File: config.mk
export PLATFORM = sky130hd
export DESIGN_NAME = undirected_graph_adjacency_store
export DESIGN_NICKNAME = d
export VERILOG_FILES = /design/src/hw/rtl/ugas_pkg.sv /design/src/hw/rtl/ugas_mem.sv /design/src/hw/rtl/undirected_graph_adjacency_store.sv
export SDC_FILE = /design/constraint.sdc
export NUM_CORES = 2
export LEC_CHECK = 0
export BUFFER_PORTS_ARGS = -buffer_cell sky130_fd_sc_hd__buf_4
export CORE_MARGIN = 2
export CORE_UTILIZATION = 36
export CTS_CLUSTER_SIZE = 20
export DETAILED_ROUTE_END_ITERATION = 10
export PLACE_DENSITY = 0.54
export SLEW_MARGIN = 20
export SYNTH_ARGS = -nofsm -noshare
export SYNTH_HDL_FRONTEND = slang
export SYNTH_SLANG_ARGS = --single-unit
export TNS_END_PERCENT = 30
File: constraint.sdc
create_clock -name clk -period 8.3 [get_ports clk]
set_clock_uncertainty 0.1 [all_clocks]
set_input_delay 0 -clock clk [delete_from_list [all_inputs] [get_ports clk]]
set_output_delay 0 -clock clk [all_outputs]
set_load 0.02 [all_outputs]
File: src/hw/rtl/ugas_pkg.sv
// Shared types and constants for the undirected graph adjacency store.
// Holds the fixed field widths, the request mode codes and the row memory control word.
// No dependencies.
`default_nettype none

package ugas_pkg;

  // Fixed widths of the port fields
  localparam int MODE_W = 2;
  localparam int VTX_W  = 6;
  localparam int CFG_W  = 7;
  localparam int VCNT_W = 7;
  localparam int ECNT_W = 11;

  // Request mode codes
  typedef enum logic [MODE_W-1:0] {
    MODE_INSERT        = 2'd0,
    MODE_REMOVE_EDGE   = 2'd1,
    MODE_REMOVE_VERTEX = 2'd2,
    MODE_QUERY         = 2'd3
  } mode_t;

  // Control word from the sequencer to the row memory
  typedef struct packed {
    logic wr_en;    // write one row, marks it valid
    logic inv_en;   // mark one row invalid (reads as zero)
    logic clr_all;  // mark every row invalid
  } mem_ctl_t;

endpackage

`default_nettype wire

File: src/hw/rtl/ugas_mem.sv
// Adjacency row memory: one write port, one registered read port,
// per-row valid bits so that a cleared row reads as zero.
// Depends on ugas_pkg (mem_ctl_t).
`default_nettype none

module ugas_mem #(
  parameter int DEPTH = 64,
  parameter int WIDTH = 64
) (
  input  wire                          clk,
  input  wire                          rst,
  input  ugas_pkg::mem_ctl_t           ctl,
  input  wire  [$clog2(DEPTH)-1:0]     wr_addr,
  input  wire  [WIDTH-1:0]             wr_data,
  input  wire  [$clog2(DEPTH)-1:0]     inv_addr,
  input  wire  [$clog2(DEPTH)-1:0]     rd_addr,
  output logic [WIDTH-1:0]             rd_data
);

  logic [WIDTH-1:0] mem [DEPTH];
  logic [DEPTH-1:0] valid;
  logic [WIDTH-1:0] rd_q;
  logic             rd_vld_q;

  // Row storage, no reset
  always_ff @(posedge clk) begin
    if (ctl.wr_en) begin
      mem[wr_addr] <= wr_data;
    end
    rd_q <= mem[rd_addr];
  end

  // Valid bits and registered read qualifier
  always_ff @(posedge clk) begin
    if (rst) begin
      valid    <= '0;
      rd_vld_q <= 1'b0;
    end else begin
      rd_vld_q <= valid[rd_addr] && !ctl.clr_all;
      if (ctl.clr_all) begin
        valid <= '0;
      end else begin
        if (ctl.wr_en) begin
          valid[wr_addr] <= 1'b1;
        end
        if (ctl.inv_en) begin
          valid[inv_addr] <= 1'b0;
        end
      end
    end
  end

  assign rd_data = rd_vld_q ? rd_q : '0;

endmodule

`default_nettype wire

File: src/hw/rtl/undirected_graph_adjacency_store.sv
// Undirected graph adjacency store, top level. Keeps a simple undirected
// graph as a symmetric bit matrix, one row per vertex in a single-port-write,
// registered-read memory, plus vertex and edge counters. Every request word
// returns one result word. Out-of-range edge and vertex-removal requests go
// straight to the completion state, queries via the query state, edge
// insert/remove via the edge states (read row a, write row a while reading
// row b, write row b), or just the first when the edge is a duplicate,
// missing or a self-loop. Removing a vertex sweeps the rows once through the
// memory port, one row a cycle, compacting rows and columns. A new request is
// taken once the previous one has reached the output register; writing the size
// register zeroes the edge count and, when idle, clears all rows at once (no clearing pass).
// Depends on ugas_pkg and ugas_mem.
`default_nettype none

module undirected_graph_adjacency_store #(
  parameter int MAX_VERTICES = 64
) (
  input  wire                                clk,
  input  wire                                rst,
  // configuration
  input  wire                                cfg_wr_en,
  input  wire  [ugas_pkg::CFG_W-1:0]         cfg_wr_data,
  // request channel
  input  wire                                in_valid,
  output logic                               in_ready,
  input  wire  [ugas_pkg::MODE_W-1:0]        mode,
  input  wire  [ugas_pkg::VTX_W-1:0]         vertex_a,
  input  wire  [ugas_pkg::VTX_W-1:0]         vertex_b,
  // result channel
  output logic                               out_valid,
  input  wire                                out_ready,
  output logic                               status,
  output logic                               adjacent,
  output logic [ugas_pkg::VCNT_W-1:0]        vertex_count,
  output logic [ugas_pkg::ECNT_W-1:0]        edge_count
);

  localparam int AW   = $clog2(MAX_VERTICES);
  localparam int CW   = $clog2(MAX_VERTICES + 1);
  localparam int EW   = $clog2(MAX_VERTICES * (MAX_VERTICES - 1) / 2 + 1);
  localparam int VW   = ugas_pkg::VTX_W;
  localparam int CMW  = (CW > VW) ? CW : VW;
  localparam int SW   = (CW > ugas_pkg::CFG_W) ? CW : ugas_pkg::CFG_W;

  typedef enum logic [2:0] {
    S_IDLE,
    S_EDGE_A,
    S_EDGE_B,
    S_SWEEP,
    S_QUERY,
    S_DONE
  } state_t;

  state_t                  state;
  ugas_pkg::mode_t         mode_q;
  logic [VW-1:0]           a_q;
  logic [VW-1:0]           b_q;
  logic [CW-1:0]           vtx_cnt;
  logic [EW-1:0]           edge_cnt;
  logic [CW-1:0]           rd_idx;
  logic                    pend_q;
  logic [AW-1:0]           dst_q;
  logic                    res_status;
  logic                    res_adj;

  ugas_pkg::mem_ctl_t      mem_ctl;
  logic [AW-1:0]           wr_addr;
  logic [MAX_VERTICES-1:0] wr_data;
  logic [AW-1:0]           inv_addr;
  logic [AW-1:0]           rd_addr;
  logic [MAX_VERTICES-1:0] rd_row;

  function automatic logic in_rng(input logic [VW-1:0] x, input logic [CW-1:0] n);
    return CMW'(x) < CMW'(n);
  endfunction

  ugas_mem #(
    .DEPTH (MAX_VERTICES),
    .WIDTH (MAX_VERTICES)
  ) u_mem (
    .clk      (clk),
    .rst      (rst),
    .ctl      (mem_ctl),
    .wr_addr  (wr_addr),
    .wr_data  (wr_data),
    .inv_addr (inv_addr),
    .rd_addr  (rd_addr),
    .rd_data  (rd_row)
  );

  // Decode of the stored request against the row just read
  logic [AW-1:0]           a_idx;
  logic [AW-1:0]           b_idx;
  logic                    is_ins;
  logic                    hit;
  logic                    edge_apply;
  logic [MAX_VERTICES-1:0] bit_a;
  logic [MAX_VERTICES-1:0] bit_b;

  assign a_idx      = AW'(a_q);
  assign b_idx      = AW'(b_q);
  assign is_ins     = (mode_q == ugas_pkg::MODE_INSERT);
  assign hit        = rd_row[b_idx];
  assign edge_apply = is_ins ? ((a_q != b_q) && !hit) : hit;
  assign bit_a      = MAX_VERTICES'(1) << a_idx;
  assign bit_b      = MAX_VERTICES'(1) << b_idx;

  // Sweep indexing: destination row rd_idx takes source row rd_idx or rd_idx+1
  logic [CW-1:0]           last_idx;
  logic                    more;
  logic [CW-1:0]           src_idx;
  logic                    sweep_end;

  assign last_idx  = vtx_cnt - CW'(1);
  assign more      = rd_idx < last_idx;
  assign src_idx   = rd_idx + CW'(CMW'(rd_idx) >= CMW'(a_q));
  assign sweep_end = !more && !pend_q;

  // Column compaction: drop column a, shift higher columns down by one
  logic [MAX_VERTICES-1:0] low_mask;
  logic [MAX_VERTICES-1:0] compact_row;

  always_comb begin
    for (int i = 0; i < MAX_VERTICES; i++) begin
      low_mask[i] = AW'(i) < a_idx;
    end
    compact_row = (rd_row & low_mask) | ((rd_row >> 1) & ~low_mask);
  end

  // Memory port steering
  always_comb begin
    mem_ctl  = '0;
    wr_addr  = a_idx;
    wr_data  = rd_row;
    inv_addr = last_idx[AW-1:0];
    rd_addr  = a_idx;
    unique case (state)
      S_IDLE: begin
        rd_addr         = AW'(vertex_a);
        mem_ctl.clr_all = cfg_wr_en;
      end
      S_EDGE_A: begin
        rd_addr = b_idx;
        if (edge_apply) begin
          mem_ctl.wr_en = 1'b1;
          wr_addr       = a_idx;
          wr_data       = is_ins ? (rd_row | bit_b) : (rd_row & ~bit_b);
        end
      end
      S_EDGE_B: begin
        mem_ctl.wr_en = 1'b1;
        wr_addr       = b_idx;
        wr_data       = is_ins ? (rd_row | bit_a) : (rd_row & ~bit_a);
      end
      S_SWEEP: begin
        rd_addr = sweep_end ? a_idx : src_idx[AW-1:0];
        if (pend_q) begin
          mem_ctl.wr_en = 1'b1;
          wr_addr       = dst_q;
          wr_data       = compact_row;
        end
        mem_ctl.inv_en = sweep_end;
      end
      S_QUERY, S_DONE: begin
      end
      default: begin
      end
    endcase
  end

  assign in_ready = (state == S_IDLE);

  // Sequencer, counters and result register
  always_ff @(posedge clk) begin
    if (rst) begin
      state     <= S_IDLE;
      out_valid <= 1'b0;
      vtx_cnt   <= '0;
      edge_cnt  <= '0;
      pend_q    <= 1'b0;
    end else begin
      if (out_valid && out_ready) begin
        out_valid <= 1'b0;
      end
      unique case (state)
        S_IDLE: begin
          if (in_valid) begin
            mode_q <= ugas_pkg::mode_t'(mode);
            a_q    <= vertex_a;
            b_q    <= vertex_b;
            res_adj <= 1'b0;
            unique case (ugas_pkg::mode_t'(mode))
              ugas_pkg::MODE_INSERT, ugas_pkg::MODE_REMOVE_EDGE: begin
                if (in_rng(vertex_a, vtx_cnt) && in_rng(vertex_b, vtx_cnt)) begin
                  state <= S_EDGE_A;
                end else begin
                  res_status <= 1'b1;
                  state      <= S_DONE;
                end
              end
              ugas_pkg::MODE_REMOVE_VERTEX: begin
                if (in_rng(vertex_a, vtx_cnt)) begin
                  res_status <= 1'b0;
                  rd_idx     <= '0;
                  pend_q     <= 1'b0;
                  state      <= S_SWEEP;
                end else begin
                  res_status <= 1'b1;
                  state      <= S_DONE;
                end
              end
              ugas_pkg::MODE_QUERY: begin
                res_status <= !(in_rng(vertex_a, vtx_cnt) && in_rng(vertex_b, vtx_cnt));
                state      <= S_QUERY;
              end
              default: begin
                state <= S_DONE;
              end
            endcase
          end
        end
        S_EDGE_A: begin
          res_status <= !edge_apply;
          res_adj    <= is_ins && (a_q != b_q);
          if (edge_apply) begin
            edge_cnt <= is_ins ? (edge_cnt + EW'(1)) : (edge_cnt - EW'(1));
            state    <= S_EDGE_B;
          end else begin
            state <= S_DONE;
          end
        end
        S_EDGE_B: begin
          state <= S_DONE;
        end
        S_SWEEP: begin
          // each swept row with bit a set loses one edge
          if (pend_q && rd_row[a_idx]) begin
            edge_cnt <= edge_cnt - EW'(1);
          end
          if (more) begin
            pend_q <= 1'b1;
            dst_q  <= rd_idx[AW-1:0];
            rd_idx <= rd_idx + CW'(1);
          end else begin
            pend_q <= 1'b0;
          end
          if (sweep_end) begin
            vtx_cnt <= last_idx;
            state   <= S_QUERY;
          end
        end
        S_QUERY: begin
          res_adj <= in_rng(a_q, vtx_cnt) && in_rng(b_q, vtx_cnt) && hit;
          state   <= S_DONE;
        end
        S_DONE: begin
          if (!out_valid || out_ready) begin
            out_valid    <= 1'b1;
            status       <= res_status;
            adjacent     <= res_adj;
            vertex_count <= ugas_pkg::VCNT_W'(vtx_cnt);
            edge_count   <= ugas_pkg::ECNT_W'(edge_cnt);
            state        <= S_IDLE;
          end
        end
        default: begin
          state <= S_IDLE;
        end
      endcase
      // size register write: sets the vertex count (saturating) and zeroes the edge count
      if (cfg_wr_en) begin
        edge_cnt <= '0;
        if (SW'(cfg_wr_data) > SW'(MAX_VERTICES)) begin
          vtx_cnt <= CW'(MAX_VERTICES);
        end else begin
          vtx_cnt <= CW'(cfg_wr_data);
        end
      end
    end
  end

  // Sweep never overwrites the row it is about to read
  a_sweep_no_overlap: assert property (@(posedge clk) disable iff (rst)
    (state == S_SWEEP) && mem_ctl.wr_en |-> wr_addr != rd_addr)
    else $error("sweep write hits the row being read");

  // A size write leaves the edge count at zero
  a_cfg_clears_edges: assert property (@(posedge clk) disable iff (rst)
    cfg_wr_en |=> edge_cnt == '0)
    else $error("edge count not cleared by size write");

  // Vertex count stays within the storage
  a_vtx_bound: assert property (@(posedge clk) disable iff (rst)
    vtx_cnt <= CW'(MAX_VERTICES))
    else $error("vertex count above capacity");

  // A result only appears from the completion state
  a_result_source: assert property (@(posedge clk) disable iff (rst)
    $rose(out_valid) |-> $past(state) == S_DONE)
    else $error("result word raised outside completion");

endmodule

`default_nettype wire

Yosys cells after proc, flatten, opt, wreduce, memory -nomap -nowiden
Memories as Yosys holds them, arrays and structs flattened. A register that Yosys moved wholly into a read port is not among the register bits. Index checks and enable logic that the tools add are counted.

Register bits after elaboration: 137. Bits in writable memories: 4096. Input bits: 26. Output and inout bits: 22. Logic and storage cells: 246. Memories: 1.

Add/subtract/negate cells: 5. $lt $le $gt $ge: 78. Equal/unequal tests: 18. Shift-type cells: 2. Mux-type cells: 68. Bitwise gates (word level): 14. Reductions and logical operators: 42.

Memories: u_mem.mem (words 64, bits a word 64, rd ports 1, clocked after memory_dff 1, wr ports 1, line ugas_mem.sv:20) `logic [WIDTH-1:0] mem [DEPTH];`.

Operators by type and width (number): 64-bit two-way mux (9); 64-bit AND (4); 64-bit NOT (4); 64-bit bitwise OR (4); 6-bit less-than comparator (first input constant) (32); 64-bit case mux with 3 select lines (1); 1-bit by 6-bit left shift with 64-bit output (first input constant) (2); 5-bit by 6-bit less-than comparator with 1-bit output (first input constant) (16); 63-bit by 64-bit AND with 64-bit output (1); 7-bit two-way mux (8); 4-bit by 6-bit less-than comparator with 1-bit output (first input constant) (8); 6-bit by 7-bit less-than comparator with 1-bit output (second input constant) (5); 11-bit two-way mux (3); 6-bit by 7-bit less-than comparator with 1-bit output (4); 3-bit by 6-bit less-than comparator with 1-bit output (first input constant) (4); 1-bit two-way mux (23); 11-bit case mux with 2 select lines (1); 1-bit binary-select mux with 6-bit select (3); 3-bit two-way mux (6); 6-bit case mux with 3 select lines (1); 3-bit AND reduction (6); 3-bit case mux with 5 select lines (1); 7-bit case mux with 2 select lines (1); 1-bit demux with 6-bit select (2); 37 further kinds (78).

Longest topological paths before layout
Depth in word-level cells: 13. Mapped depth: 25. Gate-level depth less buffers: 22.

Hierarchy
From an unflattened synthesis, not the netlist that was laid out.

Cell total of the unflattened synthesis: 8302. Area total of the unflattened synthesis: 168846.9 um^2.

Modules (own cells, without submodules): ugas_mem (instances 1, cells an instance 6937, area an instance 158728.5 um^2, seq. area each 125580.4 um^2); undirected_graph_adjacency_store (instances 1, cells an instance 1365, area an instance 10118.5 um^2, seq. area each 1931.9 um^2).

Worst setup path after synthesis
Ideal clock, no wire load.

Path type: reg-to-reg. From: register b_q[0], in the netlist b_idx[0]. To: memory u_mem.mem[0][58] (data pin). Setup time: 0.702 ns. Arrival time: 5.785 ns. Required time: 7.498 ns. Path slack: 1.714 ns. Stages on the path, launching flop included: 16. Path buffers: 5. Period minus slack after synthesis: 6.586 ns. Path through: edfxtp_1 > buf_2 > buf_2 > mux4_2 > mux4_2 > mux2i_1 > o21ai_0 > o21ai_1 > mux2_2 > buf_2 > and3_1 > buf_2 > buf_2 > a21oi_1 > a31oi_1 > o21ai_0.

Longest elaborated chain between the ends: 7. Elaborated cells on any way between the ends: 13. Those cells by class: eq/ne: 1; shift: 1; mux: 6; bitwise: 3; reduce/logical: 2.

RTL lines: start, declared (line undirected_graph_adjacency_store.sv:57) `logic [VW-1:0] b_q;`; start signal, assigned (line undirected_graph_adjacency_store.sv:190) `b_q <= vertex_b;`; 1-bit binary-select mux with 6-bit select (line undirected_graph_adjacency_store.sv:103) `assign hit = rd_row[b_idx];`; 1-bit two-way mux (implied by the code) (line undirected_graph_adjacency_store.sv:103); 1-bit zero test (line undirected_graph_adjacency_store.sv:104) `assign edge_apply = is_ins ? ((a_q != b_q) && !hit) : hit;`; 1-bit logical AND (line undirected_graph_adjacency_store.sv:104); 1-bit two-way mux (line undirected_graph_adjacency_store.sv:104); 64-bit two-way mux (*) (line undirected_graph_adjacency_store.sv:144) `if (edge_apply) begin`; 64-bit case mux with 3 select lines (*) (line undirected_graph_adjacency_store.sv:137) `unique case (state)`; named net u_mem.wr_data[58] (line ugas_mem.sv:14) `input wire [WIDTH-1:0] wr_data,`; end, declared (line ugas_mem.sv:20).

Mark *: on every way through the listed nets, which the timed path passes. The rest lies on a longest branch. The select of a mux whose other input is x is not followed.

Final worst setup path
From: register b_q[0], in the netlist b_idx[0]. To: memory u_mem.mem[31][31] (enable).

Longest elaborated chain between the ends: 9. Elaborated cells on any way between the ends: 11. Those cells by class: eq/ne: 1; mux: 8; reduce/logical: 2.

RTL lines: 1-bit binary-select mux with 6-bit select (line undirected_graph_adjacency_store.sv:103); 1-bit two-way mux (implied by the code) (line undirected_graph_adjacency_store.sv:103); 1-bit zero test (line undirected_graph_adjacency_store.sv:104); 1-bit logical AND (line undirected_graph_adjacency_store.sv:104); 1-bit two-way mux (line undirected_graph_adjacency_store.sv:104); 1-bit two-way mux (line undirected_graph_adjacency_store.sv:144); 1-bit case mux with 3 select lines (line undirected_graph_adjacency_store.sv:137); 1-bit two-way mux (line ugas_mem.sv:27) `if (ctl.wr_en) begin`; 1-bit two-way mux (implied by the code) (line ugas_mem.sv:28) `mem[wr_addr] <= wr_data;`.

Parallel ways exist; a longest one is shown, timed or not. The select of a mux whose other input is x is not followed.

==> flow_metrics.tcl <==
set metrics [dict create \
    status "finished, final reports clean" \
    fmax_ghz 0.140 \
    ys.flop_type "edfxtp_1" \
    syn_area_per_cell_sq_um 13.2 \
    nets 13330 \
    r2r_cells 13 \
    die_area_sq_mm 0.486 \
    die_y_um 697 \
    crit_path_start_kind "flip-flop" \
    gp_congestion 0.973 \
    arrival_ns 7.61 \
    syn_nets 13210 \
    post_cts_resized 0 \
    r2r_slack_ns 1.15 \
    start_util_pct 36.1 \
    grt_pass1_wl_mm 847 \
    hold_ws_ns 0.0980 \
    muxShareOfSynthArea_pct 3.01 \
    power_density_mw_per_mm2 323 \
    ys_warn_count 0 \
    synthXorXnorAreaFrac_pct 0.170 \
    slew_headroom_pct 15.9 \
    min_period_ns 7.15 \
    viasPerCell 5.74 \
    synthAdderAreaFrac_pct 0.253 \
    rsz0062_at_grt "false" \
    slew_violations 0 \
    synth_cell_type_count 76 \
    io_pins 48 \
    grt_pass1_vias 107000 \
    wl_per_cell_um 30.4 \
    synth_seq_cells 4297 \
    gr-total-overflow 0 \
    pre_cts_ws_ns 1.49 \
    cts.sinks 4297 \
    hold_viol 0 \
    clockRootBuffer "clkbuf_16" \
    drc_errors 0 \
    cts_tree "built" \
    p_leak_uw 0.0666 \
    cp_max_fo 17 \
    synth_edf_count 4145 \
    portBuffers 47 \
    crit_path_end "u_mem.mem[31][31]$_DFFE_PP_" \
    area_growth_pct 14.9 \
    htreeDepth 5 \
    synthesis.area_sq_mm 0.173 \
    place_hpwl_mm 320 \
    fin_setup_tns_ns 0 \
    antenna_found_initial 13 \
    endpoint_kind "flip-flop" \
    startpoint "b_idx[0]$_DFFE_PP_" \
    grt_max_degree 135 \
    synth_top_family_by_area "simple AND/OR/NAND/NOR gates" \
    cts_buffers 444 \
    post-cts-setup-buffer-count 0 \
    antenna_left 0 \
    drt_iter0_drc 16150 \
    synthSimpleGateAreaFrac_pct 14.6 \
    path_class "flip-flop to flip-flop" \
    synth-async-reset-ratio_pct 0 \
    drive_above_1_share_pct 9.79 \
    worstMarginPinSlew_ns 1.26 \
    r2r_start "b_idx[0]$_DFFE_PP_" \
    clk_pin_slew_worst_paths_ns 0.07 \
    gr-usage-all-layers_pct 24.2 \
    clk_latency_ns 1.03 \
    core_sq_mm 0.479 \
    ir_drop_mv 0.235 \
    drtPass1Iterations 9 \
    fin_ws_ns 1.15 \
    p_total_uw 64200 \
    period_share_pct 86.1 \
    timing.rr.end "u_mem.mem[31][31]$_DFFE_PP_" \
    via_count 115212 \
    hold_class "input pin to flip-flop" \
    synth_compound_area_share_pct 5.95 \
    cp.required_ns 8.76 \
    num_rows 254 \
    die_w_um 697 \
    wl_mm 610 \
    max_cap_violations 0 \
    ctsLongestPathBuffers 4 \
    synth.yosys.seq_area_share_pct 73.7 \
    synth_cells 13149 \
    setup_viol 0 \
]
layer usage:
layer / up-vias / track usage [%] / share of wire, %
met3: 1220 / 4.00 / 8.8
met4: 0 / 10.7 / 5.1
met1: 58842 / 33.0 / 41
li1: 49454 / - / -
met2: 5696 / 38.1 / 46
met5: - / 0 / 0
state kept, by name, indices dropped and copies added, names as in the netlist, 2 cells and up:
name	cells
dst_q	6
mode_q	2
a_idx	6
u_mem.valid	64
rd_idx	7
b_idx	6
vertex_count	7
edge_cnt	11
state	3
vtx_cnt	7
edge_count	11
u_mem.mem	4096
u_mem.rd_q	64
cell usage in the layout, fill, tap and decap left out, types with 63 or more instances in the layout:
cell           synthesis  layout
o21ai_0              195     179
edfxtp_1            4145    4145
clkinv_2               0      77
dfxtp_1              152     148
a41oi_1               70      70
clkinv_1               3      75
a311oi_1             131     131
clkbuf_1             443     137
nand3_1             1544    1544
nand2_1             3606    3603
dlygate4sd3_1          0      64
mux2i_1              435     435
nand4_1              273     273
buf_4                 24     361
clkbuf_16              0     447
a222oi_1              63      63
nor2_1               288     216
a22oi_1               90      76
a32oi_1              200     200
o21ai_1               81      81
a21oi_1              274     263
nor2_4                 1      70
nor3_1                86      84
buf_12                 0     140
a31oi_1              173     173
o221ai_1              81      68
cell usage after synthesis (86+ instances only):
library cell | number | area (sq um)
a31oi_1 | 173 | 1080
dfxtp_1 | 152 | 3040
a32oi_1 | 200 | 1750
nand3_1 | 1544 | 7730
a311oi_1 | 131 | 1150
clkbuf_1 | 443 | 1660
nand4_1 | 273 | 1710
mux2i_1 | 435 | 4350
nand2_1 | 3606 | 13500
buf_2 | 362 | 1810
nor2_1 | 288 | 1080
a21oi_1 | 274 | 1370
a22oi_1 | 90 | 676
o21ai_0 | 195 | 976
edfxtp_1 | 4145 | 124000
nor3_1 | 86 | 430
metrics by stage:
stage	area, sq um	util, %	std cells
CTS	199000	41.5	20044
finish	199000	41.5	20055
floorplan	173000	-	13149
global placement	184000	38.4	19156
global route	199000	41.5	20047
detailed placement	184000	38.4	19157
area by class of cell:
class | instances | area, sq um
multi-input cells | 7932 | 42700
fillers | 43902 | 280000
clock inverters | 218 | 2250
diodes | 9 | 22.5
clock buffers | 605 | 12000
repair buffers | 568 | 6220
inverters | 26 | 97.6
flip-flops and latches | 4297 | 128000
well taps | 6400 | 8010
timing repair:
item / in CTS / in global routing
hold buffers: 64 / 0
endpoints found under the setup margin: 0 / 0
endpoints found under the hold margin: 151 / 0
worst min-delay path by stage:
stage,startpoint,to,cells past startpoint
2_1_floorplan,vertex_a[0],a_idx[0]$_DFFE_PP_,0
3_3_place_gp,mode[0],mode_q[0]$_DFFE_PP_,1
3_5_place_dp,mode[0],mode_q[0]$_DFFE_PP_,1
4_1_cts,in_valid,res_adj$_DFFE_PP_,4
5_1_grt,in_valid,res_adj$_DFFE_PP_,4
6_report,in_valid,res_adj$_DFFE_PP_,4
worst max-delay path: stages, from the launching register on:
cell      delay, ns
edfxtp_1       0.97
buf_4          0.42
mux4_2         0.55
mux4_2         0.45
inv_1          0.09
o22ai_1        0.10
a32o_1         0.33
o21ai_1        0.23
mux2_2         0.40
a22o_1         0.39
nor2b_1        0.32
nand2_1        0.58
nor2_4         1.12
buf_4          0.58
kinds of logic after synthesis:
| kind of cell | count (synthesis) |
|---|---|
| buffers and inverters | 920 |
| multiplexers | 476 |
| AO/OA/AOI/OAI | 1476 |
| flip-flops | 4297 |
| adder cells (fa/ha/maj) | 35 |
| XOR/XNOR | 32 |
| AND/OR/NAND/NOR | 5913 |
report_power, final:
part           switching, uW  internal, uW
Combinational          13000          4860
Clock                   8510         11200
Sequential               747         25900
Total                  22200         42000
(Power assumes the default switching activity.)
